## src/rtl/core/ssc_pkg.sv

```systemverilog
package ssc_pkg;

    localparam int CFG_INDEX_W = 1;
    localparam int CFG_DATA_W  = 8;

    typedef enum logic [CFG_INDEX_W-1:0] {
        CFG_BLANKING_DELAY = 1'b0,
        CFG_STARTUP_STEPS  = 1'b1
    } cfg_index_t;

    localparam logic [7:0] OPEN_LOOP_DELAY = 8'd26;
    localparam logic [7:0] STARTUP_RESET   = 8'd6;
    localparam logic [2:0] TOP_STEP        = 3'd6;

    localparam logic [2:0] PH_NONE = 3'b000;
    localparam logic [2:0] PH_U    = 3'b001;
    localparam logic [2:0] PH_V    = 3'b010;
    localparam logic [2:0] PH_W    = 3'b100;

    typedef struct packed {
        logic u;
        logic v;
        logic w;
    } phase_t;

    typedef struct packed {
        logic [2:0] high_side_on;
        logic [2:0] low_side_on;
        logic       pattern_applied;
        logic [2:0] current_step;
        logic       closed_loop;
        logic [7:0] step_changes;
    } result_t;

    function automatic logic [2:0] high_pattern(input logic [2:0] s);
        logic [2:0] p;
        case (s)
            3'd1:    p = PH_V;
            3'd2:    p = PH_U;
            3'd3:    p = PH_U;
            3'd4:    p = PH_W;
            3'd5:    p = PH_W;
            3'd6:    p = PH_V;
            default: p = PH_NONE;
        endcase
        return p;
    endfunction

    function automatic logic [2:0] low_pattern(input logic [2:0] s);
        logic [2:0] p;
        case (s)
            3'd1:    p = PH_W;
            3'd2:    p = PH_W;
            3'd3:    p = PH_V;
            3'd4:    p = PH_V;
            3'd5:    p = PH_U;
            3'd6:    p = PH_U;
            default: p = PH_NONE;
        endcase
        return p;
    endfunction

    // back-EMF zero crossing expected in each step
    function automatic logic edge_seen(input logic [2:0] s, input phase_t ph);
        logic e;
        case (s)
            3'd1:    e = ph.u;
            3'd2:    e = ~ph.v;
            3'd3:    e = ph.w;
            3'd4:    e = ~ph.u;
            3'd5:    e = ph.v;
            3'd6:    e = ~ph.w;
            default: e = 1'b0;
        endcase
        return e;
    endfunction

endpackage

```

## src/rtl/core/ssc_phase_if.sv

```systemverilog
interface ssc_phase_if;
    logic valid;
    logic ready;
    logic phase_u_high;
    logic phase_v_high;
    logic phase_w_high;

    modport source (output valid, output phase_u_high, output phase_v_high,
                    output phase_w_high, input ready);
    modport sink (input valid, input phase_u_high, input phase_v_high,
                  input phase_w_high, output ready);
endinterface

```

## src/rtl/core/ssc_drive_if.sv

```systemverilog
interface ssc_drive_if;
    logic       valid;
    logic       ready;
    logic [2:0] high_side_on;
    logic [2:0] low_side_on;
    logic       pattern_applied;
    logic [2:0] current_step;
    logic       closed_loop;
    logic [7:0] step_changes;

    modport source (output valid, output high_side_on, output low_side_on,
                    output pattern_applied, output current_step,
                    output closed_loop, output step_changes, input ready);
    modport sink (input valid, input high_side_on, input low_side_on,
                  input pattern_applied, input current_step,
                  input closed_loop, input step_changes, output ready);
endinterface

```

## src/rtl/core/ssc_in_stage.sv

```systemverilog
module ssc_in_stage (
    input  logic           clk,
    input  logic           rst_n,
    ssc_phase_if.sink      phases,
    input  logic           take,
    output logic           item_valid,
    output ssc_pkg::phase_t item
);

    logic            valid_reg;
    logic            valid_next;
    ssc_pkg::phase_t item_reg;
    logic            load;

    assign phases.ready = ~valid_reg | take;
    assign load         = phases.valid & phases.ready;

    always_comb
    begin
        valid_next = valid_reg;
        if (load)
        begin
            valid_next = 1'b1;
        end
        else if (take)
        begin
            valid_next = 1'b0;
        end
    end

    always_ff @(posedge clk or negedge rst_n)
    begin
        if (!rst_n)
        begin
            valid_reg <= 1'b0;
        end
        else
        begin
            valid_reg <= valid_next;
        end
    end

    always_ff @(posedge clk)
    begin
        if (load)
        begin
            item_reg.u <= phases.phase_u_high;
            item_reg.v <= phases.phase_v_high;
            item_reg.w <= phases.phase_w_high;
        end
    end

    assign item_valid = valid_reg;
    assign item       = item_reg;

endmodule

```

## src/rtl/core/ssc_core.sv

```systemverilog
module ssc_core (
    input  logic                               clk,
    input  logic                               rst_n,
    input  logic                               advance,
    input  ssc_pkg::phase_t                    item,
    input  logic                               cfg_we,
    input  logic [ssc_pkg::CFG_INDEX_W-1:0]    cfg_index,
    input  logic [ssc_pkg::CFG_DATA_W-1:0]     cfg_data,
    output ssc_pkg::result_t                   result
);

    logic [7:0] blanking_reg, blanking_next;
    logic [7:0] startup_steps_reg, startup_steps_next;
    logic [2:0] step_reg, step_next;
    logic [2:0] last_step_reg, last_step_next;
    logic       drive_done_reg, drive_done_next;
    logic       sensing_reg, sensing_next;
    logic [7:0] startup_count_reg, startup_count_next;
    logic [7:0] hold_reg, hold_next;
    logic [7:0] change_reg, change_next;
    logic [2:0] high_reg, high_next;
    logic [2:0] low_reg, low_next;
    logic       applied;

    // next state for the item in the input register
    always_comb
    begin
        blanking_next      = blanking_reg;
        step_next          = step_reg;
        last_step_next     = last_step_reg;
        drive_done_next    = drive_done_reg;
        sensing_next       = sensing_reg;
        startup_count_next = startup_count_reg;
        hold_next          = hold_reg;
        change_next        = change_reg;
        high_next          = high_reg;
        low_next           = low_reg;
        applied            = 1'b0;

        if (hold_reg != 8'd0)
        begin
            hold_next = hold_reg - 8'd1;
        end
        else
        begin
            if (!sensing_reg)
            begin
                if (startup_count_reg == startup_steps_reg)
                begin
                    sensing_next = 1'b1;
                end
                startup_count_next = startup_count_reg + 8'd1;
                // open loop walks down 6..1 and wraps
                if (step_reg <= 3'd1)
                begin
                    step_next = ssc_pkg::TOP_STEP;
                end
                else
                begin
                    step_next = step_reg - 3'd1;
                end
                blanking_next = ssc_pkg::OPEN_LOOP_DELAY;
            end
            if (last_step_reg != step_next)
            begin
                last_step_next  = step_next;
                drive_done_next = 1'b0;
                change_next     = change_reg + 8'd1;
            end
            if (step_next >= 3'd1 && step_next <= ssc_pkg::TOP_STEP)
            begin
                if (sensing_next && ssc_pkg::edge_seen(step_next, item))
                begin
                    hold_next = blanking_next;
                    if (step_next == 3'd1)
                    begin
                        step_next = ssc_pkg::TOP_STEP;
                    end
                    else
                    begin
                        step_next = step_next - 3'd1;
                    end
                end
                else if (!drive_done_next)
                begin
                    high_next       = ssc_pkg::high_pattern(step_next);
                    low_next        = ssc_pkg::low_pattern(step_next);
                    drive_done_next = 1'b1;
                    applied         = 1'b1;
                end
            end
        end
    end

    always_comb
    begin
        startup_steps_next = startup_steps_reg;
        if (cfg_we && cfg_index == ssc_pkg::CFG_STARTUP_STEPS)
        begin
            startup_steps_next = cfg_data;
        end
    end

    always_ff @(posedge clk or negedge rst_n)
    begin
        if (!rst_n)
        begin
            blanking_reg      <= ssc_pkg::OPEN_LOOP_DELAY;
            startup_steps_reg <= ssc_pkg::STARTUP_RESET;
            step_reg          <= 3'd0;
            last_step_reg     <= 3'd0;
            drive_done_reg    <= 1'b0;
            sensing_reg       <= 1'b0;
            startup_count_reg <= 8'd0;
            hold_reg          <= 8'd0;
            change_reg        <= 8'd0;
            high_reg          <= 3'd0;
            low_reg           <= 3'd0;
        end
        else
        begin
            startup_steps_reg <= startup_steps_next;
            if (cfg_we && cfg_index == ssc_pkg::CFG_BLANKING_DELAY)
            begin
                blanking_reg <= cfg_data;
            end
            else if (advance)
            begin
                blanking_reg <= blanking_next;
            end
            if (advance)
            begin
                step_reg          <= step_next;
                last_step_reg     <= last_step_next;
                drive_done_reg    <= drive_done_next;
                sensing_reg       <= sensing_next;
                startup_count_reg <= startup_count_next;
                hold_reg          <= hold_next;
                change_reg        <= change_next;
                high_reg          <= high_next;
                low_reg           <= low_next;
            end
        end
    end

    assign result.high_side_on    = high_next;
    assign result.low_side_on     = low_next;
    assign result.pattern_applied = applied;
    assign result.current_step    = step_next;
    assign result.closed_loop     = sensing_next;
    assign result.step_changes    = change_next;

    a_step_range: assert property (@(posedge clk) disable iff (!rst_n)
        step_reg <= ssc_pkg::TOP_STEP)
        else $error("step out of range");

    a_closed_sticky: assert property (@(posedge clk) disable iff (!rst_n)
        sensing_reg |=> sensing_reg)
        else $error("closed loop dropped");

    a_blank_count: assert property (@(posedge clk) disable iff (!rst_n)
        (advance && hold_reg != 8'd0) |=>
            (hold_reg == $past(hold_reg) - 8'd1 && step_reg == $past(step_reg)))
        else $error("blanking tick changed state");

    a_step_started: assert property (@(posedge clk) disable iff (!rst_n)
        advance |=> step_reg != 3'd0)
        else $error("no step after a tick");

    a_applied_done: assert property (@(posedge clk) disable iff (!rst_n)
        (advance && applied) |=> drive_done_reg)
        else $error("pattern driven without drive_done");

endmodule

```

## src/rtl/core/ssc_out_stage.sv

```systemverilog
module ssc_out_stage (
    input  logic             clk,
    input  logic             rst_n,
    input  logic             item_valid,
    input  ssc_pkg::result_t result,
    ssc_drive_if.source      drive,
    output logic             take
);

    logic             valid_reg;
    logic             valid_next;
    ssc_pkg::result_t result_reg;

    assign take = item_valid & (~valid_reg | drive.ready);

    always_comb
    begin
        valid_next = valid_reg;
        if (take)
        begin
            valid_next = 1'b1;
        end
        else if (drive.ready)
        begin
            valid_next = 1'b0;
        end
    end

    always_ff @(posedge clk or negedge rst_n)
    begin
        if (!rst_n)
        begin
            valid_reg <= 1'b0;
        end
        else
        begin
            valid_reg <= valid_next;
        end
    end

    always_ff @(posedge clk)
    begin
        if (take)
        begin
            result_reg <= result;
        end
    end

    assign drive.valid           = valid_reg;
    assign drive.high_side_on    = result_reg.high_side_on;
    assign drive.low_side_on     = result_reg.low_side_on;
    assign drive.pattern_applied = result_reg.pattern_applied;
    assign drive.current_step    = result_reg.current_step;
    assign drive.closed_loop     = result_reg.closed_loop;
    assign drive.step_changes    = result_reg.step_changes;

endmodule

```

## src/rtl/core/sensorless_six_step_commutator.sv

```systemverilog
// Six-step sensorless commutator. Takes one comparator tick per clock and
// returns one drive result per tick: input register, step/blanking state
// update, result register. Throughput is one item per cycle for as long as
// the drive side is ready. The user must write configuration (blanking_delay
// index 0, startup_steps index 1) while no item is in flight; the block
// itself does not enforce this.
module sensorless_six_step_commutator (
    input  logic                               clk,
    input  logic                               rst_n,
    ssc_phase_if.sink                          phases,
    ssc_drive_if.source                        drive,
    input  logic                               cfg_we,
    input  logic [ssc_pkg::CFG_INDEX_W-1:0]    cfg_index,
    input  logic [ssc_pkg::CFG_DATA_W-1:0]     cfg_data
);

    logic             advance;
    logic             item_valid;
    ssc_pkg::phase_t  item;
    ssc_pkg::result_t result;

    ssc_in_stage u_in (
        .clk        (clk),
        .rst_n      (rst_n),
        .phases     (phases),
        .take       (advance),
        .item_valid (item_valid),
        .item       (item)
    );

    ssc_core u_core (
        .clk       (clk),
        .rst_n     (rst_n),
        .advance   (advance),
        .item      (item),
        .cfg_we    (cfg_we),
        .cfg_index (cfg_index),
        .cfg_data  (cfg_data),
        .result    (result)
    );

    ssc_out_stage u_out (
        .clk        (clk),
        .rst_n      (rst_n),
        .item_valid (item_valid),
        .result     (result),
        .drive      (drive),
        .take       (advance)
    );

endmodule

```

## src/flat_wrapper.sv

```systemverilog
// flat-port wrapper written by rule: the top's interface ports become plain ports
module sensorless_six_step_commutator_flat 
  (clk, rst_n, cfg_we, cfg_index, cfg_data, phases_valid, phases_phase_u_high, phases_phase_v_high, phases_phase_w_high, phases_ready, drive_valid, drive_high_side_on, drive_low_side_on, drive_pattern_applied, drive_current_step, drive_closed_loop, drive_step_changes, drive_ready);
  ssc_phase_if phases_i ();
  ssc_drive_if drive_i ();
  input  logic clk;
  input  logic rst_n;
  input  logic cfg_we;
  input  logic [ssc_pkg::CFG_INDEX_W-1:0] cfg_index;
  input  logic [ssc_pkg::CFG_DATA_W-1:0] cfg_data;
  input wire logic [$bits(phases_i.valid)-1:0] phases_valid;
  input wire logic [$bits(phases_i.phase_u_high)-1:0] phases_phase_u_high;
  input wire logic [$bits(phases_i.phase_v_high)-1:0] phases_phase_v_high;
  input wire logic [$bits(phases_i.phase_w_high)-1:0] phases_phase_w_high;
  output wire logic [$bits(phases_i.ready)-1:0] phases_ready;
  output wire logic [$bits(drive_i.valid)-1:0] drive_valid;
  output wire logic [$bits(drive_i.high_side_on)-1:0] drive_high_side_on;
  output wire logic [$bits(drive_i.low_side_on)-1:0] drive_low_side_on;
  output wire logic [$bits(drive_i.pattern_applied)-1:0] drive_pattern_applied;
  output wire logic [$bits(drive_i.current_step)-1:0] drive_current_step;
  output wire logic [$bits(drive_i.closed_loop)-1:0] drive_closed_loop;
  output wire logic [$bits(drive_i.step_changes)-1:0] drive_step_changes;
  input wire logic [$bits(drive_i.ready)-1:0] drive_ready;
  assign phases_i.valid = phases_valid;
  assign phases_i.phase_u_high = phases_phase_u_high;
  assign phases_i.phase_v_high = phases_phase_v_high;
  assign phases_i.phase_w_high = phases_phase_w_high;
  assign phases_ready = phases_i.ready;
  assign drive_valid = drive_i.valid;
  assign drive_high_side_on = drive_i.high_side_on;
  assign drive_low_side_on = drive_i.low_side_on;
  assign drive_pattern_applied = drive_i.pattern_applied;
  assign drive_current_step = drive_i.current_step;
  assign drive_closed_loop = drive_i.closed_loop;
  assign drive_step_changes = drive_i.step_changes;
  assign drive_i.ready = drive_ready;
  sensorless_six_step_commutator u_core (.clk(clk), .rst_n(rst_n), .phases(phases_i), .drive(drive_i), .cfg_we(cfg_we), .cfg_index(cfg_index), .cfg_data(cfg_data));
endmodule
```

## config.mk

```make
export PLATFORM = sky130hd
export DESIGN_NAME = sensorless_six_step_commutator_flat
export DESIGN_NICKNAME = d
export VERILOG_FILES = /design/src/rtl/core/ssc_pkg.sv /design/src/rtl/core/ssc_phase_if.sv /design/src/rtl/core/ssc_drive_if.sv /design/src/rtl/core/ssc_in_stage.sv /design/src/rtl/core/ssc_core.sv /design/src/rtl/core/ssc_out_stage.sv /design/src/rtl/core/sensorless_six_step_commutator.sv /design/src/flat_wrapper.sv
export SDC_FILE = /design/constraint.sdc
export NUM_CORES = 1
export LEC_CHECK = 0
export BUFFER_PORTS_ARGS = -buffer_cell sky130_fd_sc_hd__buf_4
export CAP_MARGIN = 20
export CORE_MARGIN = 2
export CORE_UTILIZATION = 53
export CTS_CLUSTER_DIAMETER = 120
export DETAILED_ROUTE_END_ITERATION = 10
export PLACE_DENSITY = 0.87
export SYNTH_ARGS = -nofsm -noshare
export SYNTH_HDL_FRONTEND = slang
export SYNTH_SLANG_ARGS = --single-unit
export TNS_END_PERCENT = 5
```

## constraint.sdc

```tcl
create_clock -name clk -period 3.45 [get_ports clk]
set_clock_uncertainty 0.1 [all_clocks]
set_input_delay 0.5175 -clock clk [delete_from_list [all_inputs] [get_ports clk]]
set_output_delay 0.5175 -clock clk [all_outputs]
set_load 0.01 [all_outputs]
```

==> results.cfg <==
[timing]
final_hold_viol_count = 0
timing.final.crit_share_pct = 97.1
period_minus_slack_ns = 3.35
max_freq_mhz = 298
slew_violations = 0
setup_viol = 0
tns_ns = 0
slew_headroom_pct = 53.4
worst_pin_slew_ns = 0.699
finalWorstSetupSlack_ns = 0.0986

[critical_path]
critPathRequiredTime_ns = 3.43
critPathMaxStageDelay_ns = 0.42
crit_fanout = 5
worst-setup-path-type = flop to flop
crit_chain = ha_1, o21bai_4, a211oi_4, buf_4, ha_1, nand2_1, o21ai_0, o31a_1, buf_4, nand2_1, mux2i_1, o21ai_0
cp_slowest_cell = dfrtp_1
cp.arrival_ns = 3.33
end_kind = flop
start_kind = flop

[synth]
syn_nets = 388
synth_edf_count = 22
synth.area.top_cells = dfrtp_1, edfxtp_1, mux2_2
synth.avg_cell_area_sq_um = 11.0
yosys.area.top_type = dfrtp_1
async_reset_ff_share_pct = 71.8
synth_cell_types = 56
syn_area_sq_mm = 0.00397
synth_flop_cell = dfrtp_1
ys.warnings.count = 0
synth_top_cell_area_share_pct = 32.1
ys_ff_latch = 78
seq_area_frac_synth_pct = 52.1
syn_inst = 361

[detailed_routing]
drt_iter0_markers = 286
num_vias = 2859
drtPass1Iterations = 4
via_per_inst = 5.52
wl_per_cell_um = 15.1
drc = 0
drt-total-wl_um = 7810
ant_nets = 0

[cells_and_area]
final_cell_mix = buf_4, dfrtp_1, nand2_1
area_delta_synth_final_pct = 16.5
drive_above_1_share_pct = 26.5
diodes = 0
final_common_cell = buf_4
nNetsFinal = 441

[grt]
grt_usage_pct = 19.6
grt_max_degree = 57
grt_pass1_wl_um = 12800
grt_pass1_vias = 2721
overflow = 0
antenna_found_initial = 0

[floorplanning]
rows = 31
core-area_sq_mm = 0.00725
io_pins = 38
die_h_um = 90.6
fp.dieArea_sq_mm = 0.00820
fp.dieW_um = 90.6
initial_core_util_pct = 54.7

[clock_network]
clkTransAtPathRegs_ns = 0.08
clock_sinks = 78
cts_tree = built
htreeDepth = 3
cts_buffers = 9
cts_root_buf = clkbuf_8
clkLatencyLatePin_ns = 0.35
clockBufferDepth = 2
ctsHoldBuffers = 0

[hold_path]
hold_class = input pin to asynchronous set/reset pin

[power]
total_power_mw = 3.59
leakagePower_nw = 2.04
peakVddDrop_uv = 331
p_per_area_mw_per_mm2 = 776

[placed_design]
portBuffers = 37
dp_worst_setup_slack_ns = 0.0632
dpl.hpwl_um = 5400
place.gp.congestion = 0.897

[job]
drv_cap = 0

[run_status]
status = finished, final reports clean
-- critical path: cells and delay by family, from the launching register on --
| kind | cells | cell delay (ns) |
|---|---|---|
| buf+inv | 2 | 0.38 |
| simple gates | 2 | 0.19 |
| mux | 1 | 0.23 |
| fa+ha+maj | 2 | 0.48 |
| flops | 1 | 0.42 |
| compound gates | 5 | 1.26 |
-- what timing repair did --
item / 4_1_cts / 5_1_grt
resized for setup: 0 / 1
setup endpoints to repair: 0 / 18
setup buffers: 0 / 3
-- synthesized netlist by cell type (3+ instances only) --
| cell type | instances |
|---|---|
| o21ai_0 | 22 |
| nand4_1 | 10 |
| o31ai_1 | 3 |
| nand3_1 | 6 |
| or3_1 | 5 |
| mux2i_1 | 3 |
| ha_1 | 10 |
| inv_1 | 9 |
| nor3_1 | 7 |
| mux2_2 | 23 |
| buf_6 | 3 |
| buf_2 | 3 |
| nand2_1 | 48 |
| dfstp_2 | 5 |
| clkbuf_1 | 5 |
| xor2_1 | 11 |
| and2_1 | 4 |
| and3_1 | 4 |
| nand2b_1 | 7 |
| nor2_1 | 21 |
| xnor2_1 | 22 |
| dfrtp_1 | 51 |
| edfxtp_1 | 22 |
| a21oi_1 | 16 |
-- metal layers --
metal | share of wire, % | up-vias | GRT usage (%)
met5 | 0 | - | 0
met4 | 2.2 | 0 | 9.87
met3 | 4.8 | 15 | 2.92
met2 | 49 | 94 | 31.4
met1 | 44 | 1373 | 26.0
li1 | - | 1377 | -
-- cell type report --
cell class              instances  area, sq um
clock buffers                  10          149
clock inverters                 6         42.5
fillers                       572         2630
inverters                      11         41.3
multi-input cells             260         1800
flip-flops and latches         78         2070
well taps                      99          124
repair buffers                 54          405
-- where the power goes --
group | leakage (nW) | switching, mW | internal [mW] | total, mW
Combinational | 1.02 | 0.909 | 0.679 | 1.59
Sequential | 0.923 | 0.174 | 1.18 | 1.36
Clock | 0.0938 | 0.338 | 0.306 | 0.644
Total | 2.04 | 1.42 | 2.17 | 3.59
-- stage by stage --
step	cell area [sq um]	utilization, %	hold WS [ns]	instances
after floorplan	3970	-	0.122	361
after global placement	4410	60.7	0.369	499
after detailed placement	4410	60.7	0.371	499
after CTS	4600	63.4	0.141	515
after global routing	4630	63.8	0.171	518
final	4630	63.8	0.113	518
-- final timing paths --
| kind | startpoint | to | slack, ns | cells after the start |
|---|---|---|---|---|
| min in group clk | phases_phase_w_high | u_core.u_in.item[0]$_DFFE_PP_ | 0.25 | 1 |
| worst min-delay path | rst_n | u_core.u_out.drive.valid$_DFFE_PN0P_ | 0.11 | 1 |
| worst max-delay path | u_core.u_core.step_reg[0]$_DFFE_PN0P_ | u_core.u_out.drive.current_step[0]$_DFFE_PP_ | 0.1 | 12 |
| max in group asynchronous | rst_n | u_core.u_core.last_step_reg[0]$_DFFE_PN0P_ | 2.67 | 1 |
| worst min register to register | u_core.u_core.drive_done_reg$_DFFE_PN0P_ | u_core.u_core.drive_done_reg$_DFFE_PN0P_ | 0.39 | 2 |
| worst max register to register | u_core.u_core.step_reg[0]$_DFFE_PN0P_ | u_core.u_out.drive.current_step[0]$_DFFE_PP_ | 0.1 | 12 |
-- kinds of logic (layout without fill, tap and decap cells) --
kind of cell	after synthesis	after routing	synth area share, %
DFF	78	78	52.1
xor gates and xnor gates	33	33	7.28
muxes	26	26	7.28
adders and majority gates	10	10	3.15
and+or+nand+nor	130	130	16.8
buffers and inverters	23	81	2.84
AOI/OAI and AO/OA	61	61	10.6
Power figures use the tool's default switching activity.
